[config.mk]
export PLATFORM = sky130hd
export DESIGN_NAME = circular_fifo_with_rotate_top
export DESIGN_NICKNAME = d
export VERILOG_FILES = /design/src/sv/cfrot_pkg.sv /design/src/sv/cfrot_ctrl.sv /design/src/sv/cfrot_dp.sv /design/src/sv/circular_fifo_with_rotate_top.sv
export SDC_FILE = /design/constraint.sdc
export NUM_CORES = 1
export LEC_CHECK = 0
export BUFFER_PORTS_ARGS = -buffer_cell sky130_fd_sc_hd__buf_2
export CAP_MARGIN = 15
export CORE_MARGIN = 4
export CORE_UTILIZATION = 61
export CTS_BUF_LIST = sky130_fd_sc_hd__clkbuf_16
export DETAILED_ROUTE_END_ITERATION = 8
export GPL_ROUTABILITY_DRIVEN = 0
export GPL_TIMING_DRIVEN = 1
export PLACE_DENSITY = 0.79
export RECOVER_POWER = 25
export SLEW_MARGIN = 20
export SYNTH_ARGS = -nofsm -noshare
export SYNTH_HDL_FRONTEND = slang
export SYNTH_HIERARCHICAL = 1
export SYNTH_SLANG_ARGS = --single-unit
export TNS_END_PERCENT = 1
[constraint.sdc]
create_clock -name clk_i -period 5.1 [get_ports clk_i]
set_clock_uncertainty 0.05 [all_clocks]
set_input_delay 1.02 -clock clk_i [delete_from_list [all_inputs] [get_ports clk_i]]
set_output_delay 1.02 -clock clk_i [all_outputs]
set_load 0.01 [all_outputs]
[src/sv/cfrot_pkg.sv]
// ----------------------------------------------------------------------------
// cfrot_pkg
// Shared types and codes for the circular fifo with rotate: beat payloads,
// command and status codes, controller states, control and status bundles.
// ----------------------------------------------------------------------------
package cfrot_pkg;

  localparam int unsigned CMD_W    = 2;
  localparam int unsigned PUSH_W   = 32;
  localparam int unsigned RD_W     = 32;
  localparam int unsigned STATUS_W = 2;
  localparam int unsigned FILL_W   = 5;

  typedef enum logic [CMD_W-1:0] {
    CMD_PUSH   = 2'd0,
    CMD_POP    = 2'd1,
    CMD_PEEK   = 2'd2,
    CMD_ROTATE = 2'd3
  } cmd_e;

  typedef enum logic [STATUS_W-1:0] {
    ST_OK        = 2'd0,
    ST_OVERFLOW  = 2'd1,
    ST_UNDERFLOW = 2'd2
  } status_e;

  typedef enum logic [1:0] {
    S_IDLE,
    S_ROT,
    S_RESP
  } state_e;

  typedef struct packed {
    logic [CMD_W-1:0]  command;
    logic [PUSH_W-1:0] push_data;
  } in_t;

  typedef struct packed {
    logic [RD_W-1:0]     read_data;
    logic [STATUS_W-1:0] status;
    logic [FILL_W-1:0]   fill_count;
    logic                is_empty;
    logic                is_full;
  } out_t;

  // controller to datapath
  typedef struct packed {
    logic    mem_rd;
    logic    mem_wr;
    logic    wr_rot;
    logic    head_inc;
    logic    tail_inc;
    logic    occ_inc;
    logic    occ_dec;
    logic    res_cap;
    status_e res_status;
    logic    res_use_rd;
    logic    out_load;
  } ctrl_cmd_t;

  // datapath to controller
  typedef struct packed {
    logic empty;
    logic full;
    logic multi;
    logic out_free;
  } dp_stat_t;

endpackage

[src/sv/cfrot_ctrl.sv]
// ----------------------------------------------------------------------------
// cfrot_ctrl
// Controller state machine: decodes each accepted command and sequences the
// memory access, pointer updates and the result beat.
// ----------------------------------------------------------------------------
module cfrot_ctrl (
  input  logic                   clk_i,
  input  logic                   rst_ni,
  input  logic                   in_valid_i,
  input  logic [1:0]             in_command_i,
  input  cfrot_pkg::dp_stat_t    stat_i,
  output logic                   in_stall_o,
  output cfrot_pkg::ctrl_cmd_t   cmd_o
);
  import cfrot_pkg::*;

  state_e state_q, state_d;

  always_ff @(posedge clk_i or negedge rst_ni) begin
    if (!rst_ni) begin
      state_q <= S_IDLE;
    end else begin
      state_q <= state_d;
    end
  end

  always_comb begin
    state_d    = state_q;
    cmd_o      = '0;
    in_stall_o = 1'b1;
    case (state_q)
      S_IDLE: begin
        in_stall_o = 1'b0;
        if (in_valid_i) begin
          cmd_o.res_cap = 1'b1;
          state_d       = S_RESP;
          if (in_command_i == CMD_PUSH) begin
            if (stat_i.full) begin
              cmd_o.res_status = ST_OVERFLOW;
            end else begin
              cmd_o.mem_wr   = 1'b1;
              cmd_o.tail_inc = 1'b1;
              cmd_o.occ_inc  = 1'b1;
            end
          end else if (stat_i.empty) begin
            cmd_o.res_status = ST_UNDERFLOW;
          end else begin
            case (cmd_e'(in_command_i))
              CMD_POP: begin
                cmd_o.mem_rd     = 1'b1;
                cmd_o.head_inc   = 1'b1;
                cmd_o.occ_dec    = 1'b1;
                cmd_o.res_use_rd = 1'b1;
              end
              CMD_PEEK: begin
                cmd_o.mem_rd     = 1'b1;
                cmd_o.res_use_rd = 1'b1;
              end
              CMD_ROTATE: begin
                // a single element rotates onto itself: nothing to do
                if (stat_i.multi) begin
                  cmd_o.mem_rd = 1'b1;
                  state_d      = S_ROT;
                end
              end
              default: ;
            endcase
          end
        end
      end
      S_ROT: begin
        cmd_o.mem_wr   = 1'b1;
        cmd_o.wr_rot   = 1'b1;
        cmd_o.head_inc = 1'b1;
        cmd_o.tail_inc = 1'b1;
        state_d        = S_RESP;
      end
      S_RESP: begin
        if (stat_i.out_free) begin
          cmd_o.out_load = 1'b1;
          state_d        = S_IDLE;
        end
      end
      default: begin
        state_d = S_IDLE;
      end
    endcase
  end

`ifndef SYNTH
  a_busy_after_accept: assert property (@(posedge clk_i) disable iff (!rst_ni)
    in_valid_i && !in_stall_o |=> in_stall_o)
    else $error("command accepted while previous one in flight");

  a_load_needs_slot: assert property (@(posedge clk_i) disable iff (!rst_ni)
    cmd_o.out_load |-> stat_i.out_free)
    else $error("result loaded over a pending beat");

  a_single_port: assert property (@(posedge clk_i) disable iff (!rst_ni)
    !(cmd_o.mem_rd && cmd_o.mem_wr))
    else $error("memory read and write in the same cycle");
`endif

endmodule

[src/sv/cfrot_dp.sv]
// ----------------------------------------------------------------------------
// cfrot_dp
// Datapath: element memory, head/tail pointers, occupancy counter, result
// capture and the output register.
// ----------------------------------------------------------------------------
module cfrot_dp #(
  parameter int unsigned DEPTH      = 16,
  parameter int unsigned DATA_WIDTH = 32
) (
  input  logic                  clk_i,
  input  logic                  rst_ni,
  input  cfrot_pkg::ctrl_cmd_t  cmd_i,
  input  cfrot_pkg::in_t        in_data_i,
  input  logic                  out_stall_i,
  output cfrot_pkg::dp_stat_t   stat_o,
  output logic                  out_valid_o,
  output cfrot_pkg::out_t       out_data_o
);
  import cfrot_pkg::*;

  localparam int unsigned AW = $clog2(DEPTH);
  localparam int unsigned OW = $clog2(DEPTH + 1);

  logic [DATA_WIDTH-1:0] mem_q [DEPTH];
  logic [DATA_WIDTH-1:0] rd_q;
  logic [DATA_WIDTH-1:0] wr_data;
  logic [AW-1:0]         head_q, head_d, tail_q, tail_d;
  logic [OW-1:0]         occ_q, occ_d;
  logic [63:0]           push_ext, rd_ext;
  logic [31:0]           occ_ext;
  status_e               res_status_q;
  logic                  res_use_rd_q;
  logic                  out_valid_q, out_valid_d;
  out_t                  out_q, out_d;

  function automatic logic [AW-1:0] ptr_next(input logic [AW-1:0] p);
    if (p == AW'(DEPTH - 1)) begin
      return '0;
    end
    return p + AW'(1);
  endfunction

  assign push_ext = 64'(in_data_i.push_data);
  assign rd_ext   = 64'(rd_q);
  assign occ_ext  = 32'(occ_q);
  assign wr_data  = cmd_i.wr_rot ? rd_q : push_ext[DATA_WIDTH-1:0];

  // element memory, registered read
  always_ff @(posedge clk_i) begin
    if (cmd_i.mem_wr) begin
      mem_q[tail_q] <= wr_data;
    end
    if (cmd_i.mem_rd) begin
      rd_q <= mem_q[head_q];
    end
  end

  always_comb begin
    head_d = cmd_i.head_inc ? ptr_next(head_q) : head_q;
    tail_d = cmd_i.tail_inc ? ptr_next(tail_q) : tail_q;
    occ_d  = occ_q;
    if (cmd_i.occ_inc) begin
      occ_d = occ_q + OW'(1);
    end else if (cmd_i.occ_dec) begin
      occ_d = occ_q - OW'(1);
    end
  end

  always_ff @(posedge clk_i or negedge rst_ni) begin
    if (!rst_ni) begin
      head_q <= '0;
      tail_q <= '0;
      occ_q  <= '0;
    end else begin
      head_q <= head_d;
      tail_q <= tail_d;
      occ_q  <= occ_d;
    end
  end

  always_ff @(posedge clk_i) begin
    if (cmd_i.res_cap) begin
      res_status_q <= cmd_i.res_status;
      res_use_rd_q <= cmd_i.res_use_rd;
    end
  end

  assign stat_o.empty    = (occ_q == '0);
  assign stat_o.full     = (occ_q == OW'(DEPTH));
  assign stat_o.multi    = (occ_q > OW'(1));
  assign stat_o.out_free = !out_valid_q || !out_stall_i;

  always_comb begin
    out_d            = out_q;
    out_valid_d      = out_valid_q;
    if (cmd_i.out_load) begin
      out_d.read_data  = res_use_rd_q ? rd_ext[RD_W-1:0] : '0;
      out_d.status     = STATUS_W'(res_status_q);
      out_d.fill_count = occ_ext[FILL_W-1:0];
      out_d.is_empty   = stat_o.empty;
      out_d.is_full    = stat_o.full;
      out_valid_d      = 1'b1;
    end else if (!out_stall_i) begin
      out_valid_d = 1'b0;
    end
  end

  always_ff @(posedge clk_i) begin
    out_q <= out_d;
  end

  always_ff @(posedge clk_i or negedge rst_ni) begin
    if (!rst_ni) begin
      out_valid_q <= 1'b0;
    end else begin
      out_valid_q <= out_valid_d;
    end
  end

  assign out_valid_o = out_valid_q;
  assign out_data_o  = out_q;

`ifndef SYNTH
  a_occ_bound: assert property (@(posedge clk_i) disable iff (!rst_ni)
    occ_q <= OW'(DEPTH))
    else $error("occupancy beyond depth");

  a_ptr_distance: assert property (@(posedge clk_i) disable iff (!rst_ni)
    ((32'(head_q) + 32'(occ_q) >= DEPTH) ? (32'(head_q) + 32'(occ_q) - DEPTH)
                                        : (32'(head_q) + 32'(occ_q)))
      == 32'(tail_q))
    else $error("tail pointer disagrees with head plus occupancy");
`endif

endmodule

[src/sv/circular_fifo_with_rotate_top.sv]
// ----------------------------------------------------------------------------
// circular_fifo_with_rotate_top
// Fixed-depth circular fifo taking push, pop, peek and rotate commands, one
// result beat per command beat.
// ----------------------------------------------------------------------------
// each command is accepted in the idle state, then its result beat is loaded
//   from the respond state, which waits while the output beat is stalled; a
//   rotate that moves data passes through the rotate-write state in between
// a new command is taken only once the previous result is loaded, as set by
//   the single-port element memory, its registered read and controller steps
// reset: pointers and occupancy clear to an empty queue; memory contents are
//   not cleared, entries are only read after being written
module circular_fifo_with_rotate_top #(
  parameter int unsigned DEPTH      = 16,
  parameter int unsigned DATA_WIDTH = 32
) (
  input  logic             clk_i,
  input  logic             rst_ni,
  // command beats
  input  logic             in_valid_i,
  output logic             in_stall_o,
  input  cfrot_pkg::in_t   in_data_i,
  // result beats
  output logic             out_valid_o,
  input  logic             out_stall_i,
  output cfrot_pkg::out_t  out_data_o
);
  import cfrot_pkg::*;

  // control bundle from the state machine, status back from the datapath
  ctrl_cmd_t ctrl_cmd;
  dp_stat_t  dp_stat;

  // the controller takes a command only in its idle state; a finished result
  // may still sit in the output register waiting for the consumer, which lets
  // the next command start before the previous beat has been taken
  cfrot_ctrl u_ctrl (
    .clk_i        (clk_i),
    .rst_ni       (rst_ni),
    .in_valid_i   (in_valid_i),
    .in_command_i (in_data_i.command),
    .stat_i       (dp_stat),
    .in_stall_o   (in_stall_o),
    .cmd_o        (ctrl_cmd)
  );

  // memory, pointers, occupancy and the output register; a rotate reads the
  // front entry in the accept cycle and writes it at the rear in the next cycle
  cfrot_dp #(
    .DEPTH      (DEPTH),
    .DATA_WIDTH (DATA_WIDTH)
  ) u_dp (
    .clk_i       (clk_i),
    .rst_ni      (rst_ni),
    .cmd_i       (ctrl_cmd),
    .in_data_i   (in_data_i),
    .out_stall_i (out_stall_i),
    .stat_o      (dp_stat),
    .out_valid_o (out_valid_o),
    .out_data_o  (out_data_o)
  );

endmodule
**After elaboration in Yosys (flattened, before gate mapping)**

Memories as Yosys holds them, arrays and structs flattened. A register that Yosys moved wholly into a read port is not among the register bits.
Cells that the tools add are included.

- Muxes and demuxes: 47
- $add $sub $neg: 4
- Magnitude comparators: 1
- $mul: 0
- Shifts and indexed selects: 0
- Divide/modulo/power cells: 0
- Equality and inequality tests: 11
- Bitwise gates (word level): 2
- Reductions and logical operators: 11

Operator list:

| kind | number |
|---|---|
| $mux 32 | 1 |
| $mux 1 | 23 |
| $mux 2 | 11 |
| $mux 4 | 4 |
| $mux 5 | 2 |
| $add 4x1->4 const B | 2 |
| $eq 4x4->1 const B | 2 |
| $mux 8 | 1 |
| $eq 2x2->1 const B | 3 |
| $mux 6 | 1 |
| $pmux 2 s3 | 1 |
| $add 5x1->5 const B | 1 |
| $eq 5x5->1 const B | 1 |
| $gt 5x1->1 const B | 1 |
| $logic_not 5->1 | 1 |
| $sub 5x1->5 const B | 1 |
| $eq 2x1->1 const B | 2 |
| $logic_not 2->1 | 2 |
| $ne 2x2->1 const B | 2 |
| $pmux 1 s2 | 2 |
| $pmux 2 s2 | 1 |
| $reduce_and 2->1 | 2 |
| $reduce_or 4->1 | 1 |
| $logic_not 1->1 | 2 |
| other kinds (5) | 6 |

- RAM bits: 512
- Word-level logic and storage cells: 89
- Bits of input ports: 38
- Bits in read-only memories: 0
- Bits in latches: 0
- Memories: 1
- Bits in registers: 60

Memory list:

| name | depth | width | rd ports | clocked after Yosys merged registers in | write ports | line | source |
|---|---|---|---|---|---|---|---|
| u_dp.mem_q | 16 | 32 | 1 | 1 | 1 | cfrot_dp.sv:24 | `logic [DATA_WIDTH-1:0] mem_q [DEPTH];` |

**Logic depth before layout (Yosys ltp)**

- Depth after elaboration: 9
- Mapped depth: 10

**Cells and area by module**

Netlist, hierarchy kept.

By module, submodules not included:

| module | cells each | sequential area each (µm²) | times used | area each (µm²) |
|---|---|---|---|---|
| cfrot_dp | 1033 | 18007.3 | 1 | 22865.7 |
| cfrot_ctrl | 31 | 50.0 | 1 | 264.0 |

**Worst setup path before layout**

No wires, ideal clock.

- Path kind: input -> register
- Start: in in_data_i[33] in the netlist's numbering
- End: mem u_dp.mem_q[10][0] (enable)
- Slack: 98 ps
- Required time: 4582 ps
- Arrival: 4485 ps
- Library setup time: 468 ps
- Path buffers: 1
- Stages: 7
- Path through: inv_1 ha_1 nand3b_1 a21oi_1 buf_4 nand2_1 nor3b_1

RTL lines:

| item | line | source |
|---|---|---|
| start: declaration | circular_fifo_with_rotate_top.sv:22 | `input cfrot_pkg::in_t in_data_i,` |
| end: declaration | cfrot_dp.sv:24 |  |

==> metrics.md <==
| Metric | Value |
|---|---|
| CP Class | `register to register` |
| Syn Nets | `1113` |
| Seq/Total Area, Yosys | `78.1%` |
| Post-route ant nets | `0` |
| Clk buf depth | `3` |
| Setup bufs post-CTS | `0` |
| Drt initial violations | `1350` |
| Pre-CTS worst setup slack | `1.44 ns` |
| Final worst setup slack | `1.45 ns` |
| VDD IR-drop max | `0.000295 V` |
| Routed wire length | `50500 um` |
| Max stage delay cell, worst path | `clkbuf_1` |
| Port buffer count | `80` |
| Starting Density | `61.6%` |
| Fmax achieved | `274 MHz` |
| CTS tree | `built` |
| Layout cells sized above 1 | `25.6%` |
| Worst Path Max Fanout | `33` |
| Die height | `203 um` |
| Unique cell type count in the Yosys netlist | `37` |
| Critical path endpoint | `u_dp/mem_q[10][12]$_DFFE_PP_` |
| Antenna violations before repair | `2` |
| Fin Setup TNS | `0 ns` |
| # setup viols final | `0` |
| GRT Util Overall | `25.1%` |
| Latest clock arrival within the worst-skew pair | `0.59 ns` |
| WP data arrival | `3.88 ns` |
| Leakage | `0.00842 uW` |
| Worst-case reg-to-reg path depth | `3` |
| Clk root buf | `clkbuf_16` |
| Reg2Reg Setup Slack | `1.45 ns` |
| Final Slew Violations | `110` |
| Drt via density | `6.54` |
| Vias in the first global route | `11800` |
| Layout Nets | `1227` |
| Post-cts sizing count | `0` |
| EDFF count, synth | `588` |
| GRT overflow | `0` |
| Status | `finished, violations left` |
| Max cap viols | `3` |
| #FFs+latches synth | `604` |
| CP cell instances | `nor2b_4 -> clkbuf_1 -> mux2_1` |
| Final core occ | `69.6%` |
| # IOs | `81` |
| Final Cycle Share | `71.5%` |
| Core area | `37600 sq um` |
| Clock-pin transition on the worst setup and hold timing paths | `0.06 ns` |
| CTS HTree Levels | `2` |
| Hold_ws | `0.373 ns` |
| Chip width | `203 um` |
| Worst Setup Start Kind | `register` |
| Critical Path Source | `u_ctrl/state_q[1]$_DFFE_PN0P_` |
| Critical R2R Capture | `u_dp/mem_q[10][12]$_DFFE_PP_` |
| Vias | `11300` |
| FP Rows | `71` |
| Initial DRT Pass Iterations | `5` |
| Reg2reg start | `u_ctrl/state_q[1]$_DFFE_PN0P_` |
| Post-synthesis cell area | `23100 sq um` |
| Pwr per Cell Area | `521 nW/um^2` |
| Final min period | `3.65 ns` |
| Die area | `41100 sq um` |
| Largest net degree at the start of global routing | `72` |
| Post-DP HPWL | `28300 um` |
| Worst hold path class | `register to register` |
| Hold Crit Start | `u_dp/res_status_q[0]$_DFFE_PP_` |
| Antenna fix cells | `0` |
| Hold buffer count at CTS | `0` |
| Share of synthesized registers carrying an async set or reset | `2.65%` |
| Critical Path End Type | `register` |
| Synthesis Warnings | `6` |
| Failing checks | `capacitance limit, slew limit` |
| RSZ-0062 raised after global routing | `false` |
| Layout area overhead | `13.1%` |
| Final hold vios | `0` |
| CTS buffer count | `57` |
| Mapped Cells | `1064` |
| Slowest stage delay, CP | `1.77 ns` |
| First-pass GRT wire length | `75900 um` |
| Worst-Margin Slew | `2.70 ns` |
| Clock sink total | `604` |
| Mapped Avg Cell Area | `21.7 sq um` |
| Data required time of the critical path | `5.33 ns` |
| Main synth FF type | `edfxtp_1` |
| Relative slew margins | `-80.2%` |
| DRC | `0` |
| WL per Instance | `29.1 um` |
registers in the layout, summed over array words and instances (netlist names):
signal	cells
u_dp/head_q	4
u_dp/mem_q	512
u_dp/out_valid_o	1
u_dp/res_use_rd_q	1
u_dp/out_data_o	41
u_dp/occ_q	5
u_dp/res_status_q	2
u_dp/rd_q	32
u_dp/tail_q	4
u_ctrl/state_q	2
Yosys cell counts (4+ instances only):
cell	instances	area (sq um)
xnor2_1	4	35.0
ha_1	11	138
and3_1	4	25.0
inv_1	12	45.0
mux4_2	128	2880
nand3_1	5	25.0
nor2_1	16	60.1
buf_2	13	65.1
mux2_1	24	270
dfrtp_1	16	400
clkbuf_1	27	101
nor3b_1	6	45.0
a22oi_1	64	480
a21oi_1	5	25.0
mux2_2	9	101
buf_6	8	90.1
o21ai_0	9	45.0
and2_1	36	225
edfxtp_1	588	17700
buf_1	5	18.8
nand2_1	45	169
cells in the final DEF (no fill, tap or decap), types with 5 or more instances in the layout:
cell type    n
bufinv_16    7
o21ai_0      9
ha_1        11
dfrtp_1     14
mux4_2     128
clkinv_2     7
clkbuf_16   60
nand3_1      5
clkbuf_1    35
and2_0      24
buf_12       5
nand2_1     45
a21oi_1      5
a22oi_1     64
mux2_1      32
nor2_4       9
clkinv_1     7
inv_1       28
edfxtp_1   588
buf_2       48
buf_4       23
and2_1       9
nor2_1       7
cell type report:
type	count	area (sq um)
sequential	604	18100
multi-input combinational	391	4850
clock inverter	46	405
clock buffer	60	1500
inverter	13	50.0
fill	2149	11400
tap	511	639
timing repair buffer	111	644
critical path: cells and delay by family, from the launching register on:
kind | cells | cell delay, ns
flip-flops | 1 | 0.46
buffers and inverters | 1 | 1.77
multiplexers | 1 | 0.90
AND/OR/NAND/NOR | 1 | 0.13
cell families after synthesis:
family,synth area share (%)
AO/OA/AOI/OAI,2.54
buffers and inverters,1.50
flip-flops,78.1
AND/OR/NAND/NOR,2.99
adder cells (fa/ha/maj),0.595
XOR/XNOR,0.227
multiplexers,14.1
stage by stage:
step           total power [uW]  cells  cell area [sq um]
4_1_cts                   13700   1736              26200
3_5_place_dp               9430   1630              24300
2_1_floorplan              8430   1064              23100
5_1_grt                   14200   1736              26200
3_3_place_gp               9350   1630              24300
6_report                  13600   1736              26200
how the worst min path moves through the flow:
stage | end | slack [ns] | cells past startpoint
after floorplan | u_dp/out_data_o[7]$_DFFE_PP_ | 0.35 | 0
after global placement | u_dp/out_data_o[8]$_DFFE_PP_ | 0.35 | 0
after detailed placement | u_dp/out_data_o[7]$_DFFE_PP_ | 0.37 | 0
after CTS | u_dp/occ_q[2]$_DFFE_PN0P_ | 0.27 | 1
after global routing | u_dp/out_data_o[7]$_DFFE_PP_ | 0.38 | 0
final | u_dp/out_data_o[7]$_DFFE_PP_ | 0.37 | 0
layer usage:
metal	track usage (%)	vias to the layer above	wire length, um
li1	-	4632	-
met5	0	-	32
met2	39.9	722	24900
met1	35.4	5896	18800
met3	6.37	95	5610
met4	7.44	4	1250
power breakdown:
part / leakage [uW] / switching, uW / internal [uW] / total (uW)
registers: 0.00552 / 340 / 5970 / 6310
clock network: 0.000983 / 1770 / 2480 / 4250
logic: 0.00192 / 1750 / 1300 / 3060
Note: power is estimated with default switching activity, not from simulation.
